==> config.mk <==
export PLATFORM = sky130hd
export DESIGN_NAME = lcw80_front
export DESIGN_NICKNAME = d
export VERILOG_FILES = /design/src/rtl/lcw80_pkg.sv /design/src/rtl/lcw80_front.sv
export SDC_FILE = /design/constraint.sdc
export NUM_CORES = 1
export LEC_CHECK = 0
export ABC_CLOCK_PERIOD_IN_PS = 4600
export BUFFER_PORTS_ARGS = -buffer_cell sky130_fd_sc_hd__buf_4
export CORE_UTILIZATION = 47
export CTS_CLUSTER_SIZE = 8
export DETAILED_ROUTE_END_ITERATION = 8
export PLACE_DENSITY_LB_ADDON = 0.12
export SYNTH_ARGS = -nofsm -noshare
export SYNTH_HDL_FRONTEND = slang
export SYNTH_SLANG_ARGS = --single-unit
==> constraint.sdc <==
create_clock -name clk -period 4.6 [get_ports clk]
set_input_delay 0.23 -clock clk [delete_from_list [all_inputs] [get_ports clk]]
set_output_delay 0.23 -clock clk [all_outputs]
set_load 0.01 [all_outputs]
==> src/rtl/lcw80_pkg.sv <==
// Shared types and constants for the LCW / Format80 decompressor.
// Used by the front decoder, the op queue and the back end. No dependencies.
`default_nettype none
package lcw80_pkg;

	// Widest history address; narrower configurations use the low bits
	localparam int unsigned ADDR_W = 16;

	// Sticky error codes
	localparam logic [1:0] ERR_NONE      = 2'd0;
	localparam logic [1:0] ERR_UNWRITTEN = 2'd1;
	localparam logic [1:0] ERR_OVERFLOW  = 2'd2;
	localparam logic [1:0] ERR_KIND      = 2'd3;

	// Item kinds
	localparam logic CMD_BYTE = 1'b0;
	localparam logic CMD_CONT = 1'b1;

	// Command byte fields
	localparam logic [7:0] CMD_BIT7   = 8'h80;
	localparam logic [7:0] CMD_BIT6   = 8'h40;
	localparam logic [7:0] CNT_MASK   = 8'h3f;
	localparam logic [7:0] CNT_FILL   = 8'h3e;
	localparam logic [7:0] NIBBLE_MSK = 8'h0f;

	// One decoded beat handed from front to back
	typedef struct packed {
		logic              emit;     // writes history and shows a byte
		logic              use_mem;  // byte comes from history read
		logic [7:0]        byte_val; // byte when not read from history
		logic [ADDR_W-1:0] raddr;
		logic [ADDR_W-1:0] waddr;
		logic              want;
		logic              done;
		logic [1:0]        err;
	} op_t;

endpackage
`default_nettype wire

==> src/rtl/lcw80_front.sv <==
// Front decoder: accepts items, walks the command state and emits one op per beat.
// Depends on lcw80_pkg.
`default_nettype none
module lcw80_front #(
	parameter int unsigned HISTORY_BYTES = 65536
) (
	input  wire logic          clk,
	input  wire logic          arst_n,
	input  wire logic          fire,
	input  wire logic          cmd,
	input  wire logic [7:0]    data_byte,
	output lcw80_pkg::op_t     op
);
	import lcw80_pkg::*;

	localparam int unsigned AW  = $clog2(HISTORY_BYTES);
	localparam int unsigned WPW = AW + 1;

	typedef enum logic [3:0] {
		PH_CMD, PH_SHORT, PH_LIT, PH_MED_LO, PH_MED_HI, PH_FCNT_LO, PH_FCNT_HI,
		PH_FVAL, PH_LCNT_LO, PH_LCNT_HI, PH_LPOS_LO, PH_LPOS_HI, PH_COPY,
		PH_FILL, PH_DONE
	} phase_t;

	phase_t          ph_q, ph_d;
	logic [WPW-1:0]  wp_q, wp_d;
	logic [15:0]     rem_q, rem_d;
	logic [15:0]     src_q, src_d;
	logic [7:0]      fill_q, fill_d;
	logic [1:0]      err_q, err_d;

	// Next-state decode for one item
	always_comb begin
		logic       cont;
		logic [7:0] b;
		logic       em;
		ph_d   = ph_q;
		wp_d   = wp_q;
		rem_d  = rem_q;
		src_d  = src_q;
		fill_d = fill_q;
		err_d  = err_q;
		cont   = (ph_q == PH_COPY) || (ph_q == PH_FILL);
		b      = 8'h00;
		em     = 1'b0;
		op          = '0;
		op.waddr    = ADDR_W'(wp_q[AW-1:0]);
		if (fire && ph_q != PH_DONE) begin
			if (cont != (cmd == CMD_CONT)) begin
				if (err_d == ERR_NONE) err_d = ERR_KIND;
			end else if (cont) begin
				if (ph_q == PH_FILL) begin
					b = fill_q;
				end else begin
					if ({1'b0, src_q} < 17'(wp_q)) begin
						op.use_mem = 1'b1;
						op.raddr   = src_q;
					end else if (err_d == ERR_NONE) begin
						err_d = ERR_UNWRITTEN;
					end
					src_d = src_q + 16'd1;
				end
				em    = 1'b1;
				rem_d = rem_q - 16'd1;
				if (rem_d == 16'd0) ph_d = PH_CMD;
			end else begin
				unique case (ph_q)
					PH_CMD: begin
						if ((data_byte & CMD_BIT7) == 8'h00) begin
							rem_d = 16'(data_byte[7:4]) + 16'd3;
							src_d = 16'(data_byte & NIBBLE_MSK);
							ph_d  = PH_SHORT;
						end else if ((data_byte & CMD_BIT6) == 8'h00) begin
							rem_d = 16'(data_byte & CNT_MASK);
							ph_d  = (rem_d == 16'd0) ? PH_DONE : PH_LIT;
						end else if ((data_byte & CNT_MASK) < CNT_FILL) begin
							rem_d = 16'(data_byte & CNT_MASK) + 16'd3;
							ph_d  = PH_MED_LO;
						end else if ((data_byte & CNT_MASK) == CNT_FILL) begin
							ph_d = PH_FCNT_LO;
						end else begin
							ph_d = PH_LCNT_LO;
						end
					end
					PH_SHORT: begin
						src_d = 16'(wp_q) - {4'h0, src_q[3:0], data_byte};
						ph_d  = PH_COPY;
					end
					PH_LIT: begin
						b     = data_byte;
						em    = 1'b1;
						rem_d = rem_q - 16'd1;
						if (rem_d == 16'd0) ph_d = PH_CMD;
					end
					PH_MED_LO: begin
						src_d = {8'h00, data_byte};
						ph_d  = PH_MED_HI;
					end
					PH_MED_HI: begin
						src_d = {data_byte, src_q[7:0]};
						ph_d  = PH_COPY;
					end
					PH_FCNT_LO: begin
						rem_d = {8'h00, data_byte};
						ph_d  = PH_FCNT_HI;
					end
					PH_FCNT_HI: begin
						rem_d = {data_byte, rem_q[7:0]};
						ph_d  = PH_FVAL;
					end
					PH_FVAL: begin
						fill_d = data_byte;
						ph_d   = (rem_q == 16'd0) ? PH_CMD : PH_FILL;
					end
					PH_LCNT_LO: begin
						rem_d = {8'h00, data_byte};
						ph_d  = PH_LCNT_HI;
					end
					PH_LCNT_HI: begin
						rem_d = {data_byte, rem_q[7:0]};
						ph_d  = PH_LPOS_LO;
					end
					PH_LPOS_LO: begin
						src_d = {8'h00, data_byte};
						ph_d  = PH_LPOS_HI;
					end
					PH_LPOS_HI: begin
						src_d = {data_byte, src_q[7:0]};
						ph_d  = (rem_q == 16'd0) ? PH_CMD : PH_COPY;
					end
					default: ph_d = PH_CMD;
				endcase
			end
			// Output store full: byte dropped, count still runs
			if (em) begin
				if (wp_q >= WPW'(HISTORY_BYTES)) begin
					if (err_d == ERR_NONE) err_d = ERR_OVERFLOW;
					op.use_mem = 1'b0;
				end else begin
					op.emit = 1'b1;
					wp_d    = wp_q + WPW'(1);
				end
			end
		end
		op.byte_val = b;
		op.want     = !((ph_d == PH_COPY) || (ph_d == PH_FILL));
		op.done     = (ph_d == PH_DONE);
		op.err      = err_d;
	end

	// Decoder state
	always_ff @(posedge clk or negedge arst_n) begin
		if (!arst_n) begin
			ph_q   <= PH_CMD;
			wp_q   <= '0;
			rem_q  <= '0;
			src_q  <= '0;
			fill_q <= '0;
			err_q  <= ERR_NONE;
		end else if (fire) begin
			ph_q   <= ph_d;
			wp_q   <= wp_d;
			rem_q  <= rem_d;
			src_q  <= src_d;
			fill_q <= fill_d;
			err_q  <= err_d;
		end
	end
endmodule
`default_nettype wire

==> reports/qor.yml <==
timing:
  relSlewSlack_pct: 12.8
  hold_viol: 10
  worstMarginPinSlew_ps: 1300
  setup-violations-final: 0
  finalMaxSlewViolations: 0
  period_share_pct: 86.8
  fin_skew_ps: 12.6
  fin_crit_ps: 3990
  holdWs_ps: -17.4
  tns_ps: 0
  max_freq_ghz: 0.250
  rsz0062_at_grt: "false"
synthesis:
  yosysSeqAreaShare_pct: 26.8
  synth_cell_types: 77
  synth_mux_area_share_pct: 2.76
  yosys.area.top_type_share_pct: 26.8
  syn-num-nets: 778
  synth_edf_count: 0
  ys_seq_elements: 63
  synthesis.area_um2: 5890
  avgSynthCellArea_um2: 8.11
  synth_top_family_by_area: "compound AO/OA/AOI/OAI gates"
  synth_compound_area_share_pct: 24.1
  ys_warn_count: 0
  synthCells: 726
  yosys.area_share.simple_pct: 22.6
  synth-main-ff-cell: "dfrtp_1"
  synth_fa_ha_area_share_pct: 8.63
  async_reset_ff_share_pct: 100
  synth_area_leaders: "dfrtp_1 (27%), ha_1 (8.3%), xnor2_1 (5.2%)"
  synthXorXnorAreaFrac_pct: 7.14
  synth_top_area_cell: "dfrtp_1"
global_route:
  grt_pass1_vias: 5372
  antenna_found_initial: 0
  grt_pass1_wl_mm: 28.5
  grt_usage_pct: 28.5
  grt_max_degree: 64
  grt-ovfl-total: 0
floorplanning:
  ios: 58
  die_height_um: 114
  dieArea_um2: 13000
  initial_core_util_pct: 48.6
  core_um2: 12100
  rows: 40
  fp.dieW_um: 114
final_layout:
  multi_input_area_um2: 3850
  drive_gt1_share_pct: 13.8
  final_cell_mix: "nand2_1 (64), dfrtp_1 (63), buf_4 (62)"
  fillCellCount: 1169
  layout.nets: 795
  final_common_cell: "nand2_1"
  area_delta_synth_final_pct: 12.3
  register_area_um2: 1580
  diodes: 0
  instances_no_fill: 916
clocking:
  path_clk_slew_ps: 60
  post_cts_resized: 0
  holdBufCountCts: 0
  clock_path_buffers: 2
  insertion_delay_ps: 350
  root_buffer: "clkbuf_16"
  clock-sinks: 63
  cts_made_buffers: 9
  cts_tree: "built"
  cts_max_level: 3
  post-cts-setup-buffers: 0
drt:
  drt-total-wl_mm: 17.5
  avgRoutedWirePerCell_um: 19.1
  first_pass_iters: 6
  ant_nets: 0
  viasPerCell: 6.07
  drt_iter0_markers: 461
  drcViolationCount: 0
  vias: 5560
placed_design:
  hpwl_mm: 12.8
  gp_congestion: 0.888
  place_inst: 900
  port_buffers: 57
run_status:
  status: "finished, violations left"
  violations: "hold timing"
power_and_ir_drop:
  max-vdd-ir-drop_mv: 0.246
  p_per_area_nw_per_um2: 587
  power_mw: 3.88
  cellLeakagePower_nw: 2.92
worst_setup_path:
  timing.rr.start: "ph_q[3]$_DFFE_PN0P_"
  critPathLaunchType: "register"
  r2r_end: "wp_q[13]$_DFFE_PN0P_"
  path_max_fanout: 20
  r2r_setup_slack_ps: 980
  crit_type: "reg -> out"
  r2r_cells: 10
  cp-end-kind: "output port"
  arrival_ps: 3760
  cp.required_ps: 4370
job:
  drv_cap: 0
hold_path:
  hold_class: "in -> async"
worst max-delay path: stages (launching register included):
cell	delay, ps
dfrtp_1	780
and3b_1	290
inv_1	220
ha_1	420
nor2_2	340
nand3_1	310
a21oi_1	690
and2_1	240
buf_4	120
registers in the layout, indices dropped and copies added, names as in the netlist:
signal  cells
fill_q      8
err_q       2
wp_q       17
rem_q      16
ph_q        4
src_q      16
per-stage QoR:
stage          setup WS, ps  util, %  area [um^2]
2_1_floorplan          1640        -         5890
3_3_place_gp           1170     51.8         6270
3_5_place_dp           1030     51.8         6270
4_1_cts                 657     54.6         6610
5_1_grt                 324     54.6         6610
6_report                605     54.6         6610
cell families (layout without fill, tap and decap cells):
family,count (synthesis),count (layout)
AOI/OAI and AO/OA,205,205
xor gates and xnor gates,48,48
adders and majority gates,40,40
buffers and inverters,103,125
DFF,63,63
muxes,15,15
and+or+nand+nor,252,252
metal layers:
layer  track usage [%]  wire length, um  vias to the layer above
li1                  -                -                     2670
met1              35.0             7390                     2671
met2              50.2             8800                      190
met3              3.99              884                       29
met4              11.4              386                        0
met5                 0                0                        -
worst max-delay path by stage:
stage / end / startpoint / slack, ps
6_report: op[24] / ph_q[3]$_DFFE_PN0P_ / 610
4_1_cts: op[24] / ph_q[3]$_DFFE_PN0P_ / 660
3_5_place_dp: wp_q[13]$_DFFE_PN0P_ / ph_q[3]$_DFFE_PN0P_ / 1030
3_3_place_gp: wp_q[13]$_DFFE_PN0P_ / ph_q[3]$_DFFE_PN0P_ / 1170
5_1_grt: op[28] / ph_q[3]$_DFFE_PN0P_ / 320
2_1_floorplan: rem_q[6]$_DFFE_PN0P_ / ph_q[1]$_DFFE_PN0P_ / 1640
Yosys cell counts, drive strengths merged, types with 17 or more instances:
master,number
a21oi,30
a22oi,26
buf,23
clkbuf,33
dfrtp,63
ha,39
inv,46
nand2,64
nand3,17
nor2,60
nor3,28
o21ai,54
xnor2,35
final cells by class:
cell class,count,share of cell area [%]
tap,168,3.18
inverter,47,2.67
timing repair buffer,62,7.04
sequential,63,23.8
clock inverter,6,1.65
multi-input combinational,560,58.2
clock buffer,10,3.46
where the power goes:
group | internal [mW] | switching (mW) | total (mW) | leakage [nW]
clock network | 0.529 | 0.272 | 0.801 | 0.166
logic | 0.849 | 1.21 | 2.06 | 1.94
registers | 0.723 | 0.303 | 1.03 | 0.808
total | 2.10 | 1.78 | 3.88 | 2.92
Note: power is estimated with default switching activity, not from simulation.
