--- src/rtl/lcw80_pkg.sv ---
// Shared types and constants for the LCW / Format80 decompressor.
// Used by the front decoder, the op queue and the back end. No dependencies.
`default_nettype none
package lcw80_pkg;

	// Widest history address; narrower configurations use the low bits
	localparam int unsigned ADDR_W = 16;

	// Sticky error codes
	localparam logic [1:0] ERR_NONE      = 2'd0;
	localparam logic [1:0] ERR_UNWRITTEN = 2'd1;
	localparam logic [1:0] ERR_OVERFLOW  = 2'd2;
	localparam logic [1:0] ERR_KIND      = 2'd3;

	// Item kinds
	localparam logic CMD_BYTE = 1'b0;
	localparam logic CMD_CONT = 1'b1;

	// Command byte fields
	localparam logic [7:0] CMD_BIT7   = 8'h80;
	localparam logic [7:0] CMD_BIT6   = 8'h40;
	localparam logic [7:0] CNT_MASK   = 8'h3f;
	localparam logic [7:0] CNT_FILL   = 8'h3e;
	localparam logic [7:0] NIBBLE_MSK = 8'h0f;

	// One decoded beat handed from front to back
	typedef struct packed {
		logic              emit;     // writes history and shows a byte
		logic              use_mem;  // byte comes from history read
		logic [7:0]        byte_val; // byte when not read from history
		logic [ADDR_W-1:0] raddr;
		logic [ADDR_W-1:0] waddr;
		logic              want;
		logic              done;
		logic [1:0]        err;
	} op_t;

endpackage
`default_nettype wire

--- src/rtl/lcw80_queue.sv ---
// Two-entry op queue between the front decoder and the back end.
// Depends on lcw80_pkg.
`default_nettype none
module lcw80_queue (
	input  wire logic           clk,
	input  wire logic           arst_n,
	input  wire logic           push,
	input  wire lcw80_pkg::op_t push_op,
	output logic                not_full,
	input  wire logic           pop,
	output logic                not_empty,
	output lcw80_pkg::op_t      head
);
	import lcw80_pkg::*;

	op_t        slot_q [2];
	logic       wr_q, rd_q;
	logic [1:0] cnt_q;

	assign not_full  = (cnt_q != 2'd2);
	assign not_empty = (cnt_q != 2'd0);
	assign head      = slot_q[rd_q];

	// Pointers and fill count
	always_ff @(posedge clk or negedge arst_n) begin
		if (!arst_n) begin
			wr_q  <= 1'b0;
			rd_q  <= 1'b0;
			cnt_q <= 2'd0;
		end else begin
			if (push) wr_q <= !wr_q;
			if (pop) rd_q <= !rd_q;
			cnt_q <= cnt_q + 2'(push) - 2'(pop);
		end
	end

	// Entry storage
	always_ff @(posedge clk) begin
		if (push) slot_q[wr_q] <= push_op;
	end
endmodule
`default_nettype wire

--- config.mk ---
export PLATFORM = sky130hd
export DESIGN_NAME = lcw80_queue
export DESIGN_NICKNAME = d
export VERILOG_FILES = /design/src/rtl/lcw80_pkg.sv /design/src/rtl/lcw80_queue.sv
export SDC_FILE = /design/constraint.sdc
export NUM_CORES = 1
export LEC_CHECK = 0
export ABC_AREA = 0
export BUFFER_PORTS_ARGS = -buffer_cell sky130_fd_sc_hd__buf_2
export CAP_MARGIN = 25
export CORE_AREA = 5 5 90 92
export DETAILED_ROUTE_END_ITERATION = 8
export DIE_AREA = 0 0 95 97
export PLACE_DENSITY = 0.88
export SYNTH_ARGS = -nofsm -noshare
export SYNTH_HDL_FRONTEND = slang
export SYNTH_SLANG_ARGS = --single-unit
export TNS_END_PERCENT = 30
--- constraint.sdc ---
create_clock -name clk -period 4 [get_ports clk]
set_input_delay 0.2 -clock clk [delete_from_list [all_inputs] [get_ports clk]]
set_output_delay 0.2 -clock clk [all_outputs]
set_load 0.01 [all_outputs]
==> results of run 1 <==
## kinds of logic (layout without fill, tap and decap cells)
logic type	count (synthesis)	count (layout)	synth area share, %
xor+xnor	3	3	1.13
mux	46	46	17.3
simple gates	4	4	0.687
fa+ha+maj	2	2	0.687
buf+inv	7	119	1.58
flops	96	96	78.6
## flip-flops by register name, indices dropped and copies added, names as in the netlist
| signal | flops |
|---|---|
| wr_q | 1 |
| cnt_q | 2 |
| slot_q | 92 |
| rd_q | 1 |
## critical path, cell delays in order (launching register included)
cell and delay [ns]:
dfrtp_2 0.95, buf_4 0.41, mux2_2 0.36, buf_2 0.14
## power by group
| group | internal (mW) | switching (mW) |
|---|---|---|
| registers | 1.33 | 0.130 |
| clock network | 0.219 | 0.302 |
| logic | 0.504 | 0.402 |
## cells in the mapped netlist (all sizes together)
cell     n
edfxtp  92
mux2    46
buf      5
dfrtp    4
ha       2
inv      2
xor2     2
and2     1
nand2b   1
nor2b    1
or2      1
xor3     1
## final cells by class
cell class                 instances  area (µm²)
clock buffer                       9         124
fill                             562        2720
clock inverter                     7        38.8
inverter                           2        7.51
timing repair buffer             101         531
multi-input combinational         55         731
sequential                        96        2860
tap                               99         124
## worst min path at each step
stage	startpoint	end	slack [ns]	cells after the start
3_3_place_gp	arst_n	cnt_q[1]	0.006	1
4_1_cts	push_op[8]	slot_q[1][8]	0.01	1
5_1_grt	push_op[8]	slot_q[1][8]	0.01	1
2_1_floorplan	arst_n	cnt_q[0]	-0.1	0
6_report	push_op[6]	slot_q[1][6]	0.04	1
3_5_place_dp	arst_n	cnt_q[1]	0.01	1
## metal layers
metal | track usage, % | up-vias | wire [µm]
met4 | 6.33 | 0 | 46
met3 | 3.10 | 6 | 361
met1 | 15.5 | 849 | 2330
li1 | - | 828 | -
met5 | 0 | - | 0
met2 | 22.3 | 65 | 3060
## through the flow
stage                     power [mW]  area [µm²]  hold slack, ns
after floorplan                 2.11        3640         -0.0956
after global placement          2.38        4230         0.00632
after detailed placement        2.42        4250          0.0140
after CTS                       2.95        4420          0.0119
after global routing            3.05        4420          0.0147
final                           2.89        4420          0.0417
## what timing repair did
action	4_1_cts	5_1_grt
resized for setup	0	0
hold buffers	1	0
endpoints found under the hold margin	4	0
setup endpoints to repair	0	0
==> impl_metrics.tcl, run 1 <==
set metrics [dict create \
    ys_seq_area_share_pct 78.6 \
    wire_per_inst_um 15.7 \
    num_vias 1748 \
    start_util_pct 51.0 \
    die_x_um 95 \
    synth_top_area_share_pct 75.9 \
    syn_nets 210 \
    hp-class "in2reg" \
    htree_levels 3 \
    cts_setup_buffers 0 \
    ys_seq_elements 96 \
    run_status "finished, final reports clean" \
    final_cell_count_no_fill 369 \
    ys_warn_count 0 \
    tns_ns 0 \
    chipHeight_um 97 \
    worstSetupStartpointType "flip-flop" \
    setup_ws_ns 1.58 \
    syn_to_final_growth_pct 21.3 \
    clk_latency_ns 0.34 \
    ant_nets 0 \
    peakVddDrop_mv 0.475 \
    skew_ns 0.00603 \
    gp_congestion 0.633 \
    io_pins 98 \
    clock-sinks 96 \
    cap_violations 0 \
    r2r-start "wr_q" \
    first_pass_iters 4 \
    antenna_cells 0 \
    via_per_inst 4.74 \
    antenna_found_initial 0 \
    netlist_instances 158 \
    p_leak_nw 1.77 \
    drive_gt1_share_pct 61.1 \
    overflow 0 \
    cts-root-buf "clkbuf_8" \
    core.rowCount 31 \
    worstPathRequired_ns 3.80 \
    synth_area_leaders "edfxtp_1 76%, mux2_4 12%, mux2_2 4.9%" \
    final-setup-viol-count 0 \
    max_slew_margin_pct 41.2 \
    startpoint "rd_q" \
    synth_top_area_cell "edfxtp_1" \
    drt_iter0_drc 56 \
    r2r.worst_path.cells 2 \
    synth_cell_types 14 \
    grt_pass1_wl_um 9090 \
    hold_viol_final 0 \
    worst_pin_slew_ns 0.882 \
    wirelength_um 5800 \
    cts.clk_slew.worst_paths_ns 0.09 \
    power.density_mw_per_mm2 654 \
    final_cell_mix "97 x buf_2, 92 x edfxtp_1, 30 x mux2_4, 16 x mux2_2, 9 x clkbuf_8" \
    grt_pass1_vias 1923 \
    fin_crit_ns 2.42 \
    fmax_ghz 0.412 \
    place_inst 352 \
    r2r-end "slot_q[0][10]" \
    drv_slew 0 \
    pre_cts_slack_ns 1.90 \
    die-area_mm2 0.00922 \
    cts_buffer_depth 2 \
    final_common_cell "buf_2" \
    crit_end "head[4]" \
    cts_tree "done" \
    crit_arrival_ns 2.22 \
    port_buffers 97 \
    grtUsageTotal_pct 13.1 \
    drc_errors 0 \
    crit_path_end_kind "output port" \
    rsz0062_at_grt "false" \
    period_share_pct 60.6 \
    final_util_pct 61.9 \
    core_area_mm2 0.00714 \
    syn-mean-instance-area_um2 23.1 \
    reg2reg_slack_ns 2.24 \
    num-nets-final 317 \
    grt_max_degree 35 \
    crit_type "reg2out" \
    syn_area_mm2 0.00364 \
    cts_buffers 9 \
    critPathMaxFanout 33 \
]
Power figures use the tool's default switching activity.
==> run 2, diff against run 1 <==
==> constraint.sdc (replaced) <==
create_clock -name clk -period 2.3 [get_ports clk]
set_input_delay 0.115 -clock clk [delete_from_list [all_inputs] [get_ports clk]]
set_output_delay 0.115 -clock clk [all_outputs]
set_load 0.01 [all_outputs]
==> impl_metrics.tcl, run 2 (synthesis results as in run 1) <==
set metrics [dict create \
    run_status "finished, final reports clean" \
    grt_pass1_wl_um 10800 \
    num-nets-final 367 \
    wl_met3_um 371 \
    worstSetupStartpointType "flip-flop" \
    critPathMaxFanout 15 \
    htree_levels 3 \
    start_util_pct 51.0 \
    fmax_ghz 0.521 \
    met2WireLength_um 3680 \
    worstPathRequired_ns 2.18 \
    clock-sinks 96 \
    r2r-end "slot_q[0][11]" \
    crit_arrival_ns 1.80 \
    syn_to_final_growth_pct 35.3 \
    clk_latency_ns 0.34 \
    fin_crit_ns 1.92 \
    slowest_delay_ns 0.67 \
    crit_type "reg2out" \
    cts_tree "done" \
    drv_slew 0 \
    cts_buffer_depth 2 \
    crit_buf_inv 2 \
    grtUsageTotal_pct 15.6 \
    final_common_cell "buf_2" \
    top_regs "slot_q (92), cnt_q (2)" \
    dp_hpwl_um 4220 \
    power.density_mw_per_mm2 1070 \
    top_register "slot_q" \
    max_slew_margin_pct 59.7 \
    slowest_stage "dfrtp_2" \
    die_x_um 95 \
    met1_length_um 2740 \
    period_share_pct 83.4 \
    crit_path_end_kind "output port" \
    peakVddDrop_mv 0.676 \
    antenna_cells 0 \
    rsz0062_at_grt "false" \
    core_area_mm2 0.00714 \
    final_cell_mix "97 x buf_2, 92 x edfxtp_1, 49 x dlygate4sd3_1, 30 x mux2_4, 16 x mux2_2" \
    drt_iter0_drc 122 \
    wire_per_inst_um 16.4 \
    worst_pin_slew_ns 0.605 \
    core.rowCount 31 \
    via_per_inst 4.60 \
    ant_nets 0 \
    drc_errors 0 \
    r2r.worst_path.cells 2 \
    die-area_mm2 0.00922 \
    drive_gt1_share_pct 51.7 \
    antenna_found_initial 0 \
    first_pass_iters 4 \
    io_pins 98 \
    cap_violations 0 \
    crit_chain "buf_4, mux2_2, buf_2" \
    overflow 0 \
    num_vias 1921 \
    chipHeight_um 97 \
    highest_layer "met4" \
    cts_resized 0 \
    gp_congestion 0.670 \
    cts.clk_slew.worst_paths_ns 0.08 \
    hp-class "in2async" \
    cts_buffers 9 \
    grt_pass1_vias 2202 \
    cts-root-buf "clkbuf_8" \
    final_util_pct 69.1 \
    grt_max_degree 47 \
    tns_ns 0 \
    wirelength_um 6850 \
    port_buffers 97 \
    hold_viol_final 0 \
    final-setup-viol-count 0 \
    r2r-start "wr_q" \
    p_leak_nw 1.99 \
    crit_family "flip-flops" \
    largest_reg_flops 92 \
    reg2reg_slack_ns 0.86 \
    skew_ns 0.00723 \
]
## run 2: cell count changes in the layout (fill, tap and decap cells not counted)
cell           change
dlygate4sd3_1     +48
buf_4              +2
clkinvlp_4         -2
bufinv_16          +1
clkbuf_1           +1
clkinv_2           -1
## run 2: routing by layer
layer | global-route usage (%) | up-vias
li1 | - | 928
met2 | 27.8 | 59
met1 | 18.0 | 928
met5 | 0 | -
met4 | 5.99 | 0
met3 | 3.57 | 6
## run 2: worst reg2reg max path, cell delays in order (launching register included)
cell and delay (ns):
dfrtp_1 0.44, nor2b_4 0.12, buf_4 0.49
## run 2: timing repair
| action | 4_1_cts | 5_1_grt |
|---|---|---|
| hold endpoints to repair | 98 | 0 |
| setup buffers | 0 | 0 |
| hold buffers | 49 | 0 |
## run 2: worst max-delay path by stage
stage / start / endpoint / cells after the start
2_1_floorplan: wr_q / slot_q[0][0] / 1
3_3_place_gp: rd_q / head[45] / 3
3_5_place_dp: rd_q / head[45] / 3
4_1_cts: rd_q / head[45] / 3
5_1_grt: rd_q / head[1] / 3
6_report: rd_q / head[1] / 3
## run 2: area by class of cell
cell class              instances  area [µm²]
clock buffers                  10         128
clock inverters                 5        48.8
well taps                      99         124
inverters                       2        7.51
flip-flops and latches         96        2860
multi-input cells              55         731
repair buffers                151        1030
fillers                       503        2210
## run 2: stage by stage
| step | total power [mW] | area (µm²) | hold WS (ns) | setup slack [ns] | cells |
|---|---|---|---|---|---|
| after floorplan | 3.66 | 3640 | -0.181 | 0.270 | 158 |
| after global placement | 4.19 | 4260 | -0.0752 | 0.739 | 354 |
| after detailed placement | 4.25 | 4260 | -0.0724 | 0.724 | 354 |
| after CTS | 5.31 | 4930 | 0.0764 | 0.337 | 418 |
| after global routing | 5.52 | 4930 | 0.122 | 0.273 | 418 |
| final | 5.26 | 4930 | 0.119 | 0.382 | 418 |
## run 2: where the power goes
group | leakage (nW) | internal [mW] | total [mW] | switching [mW]
combinational | 0.988 | 0.948 | 1.76 | 0.808
clock | 0.0933 | 0.488 | 1.01 | 0.520
sequential | 0.909 | 2.32 | 2.50 | 0.173
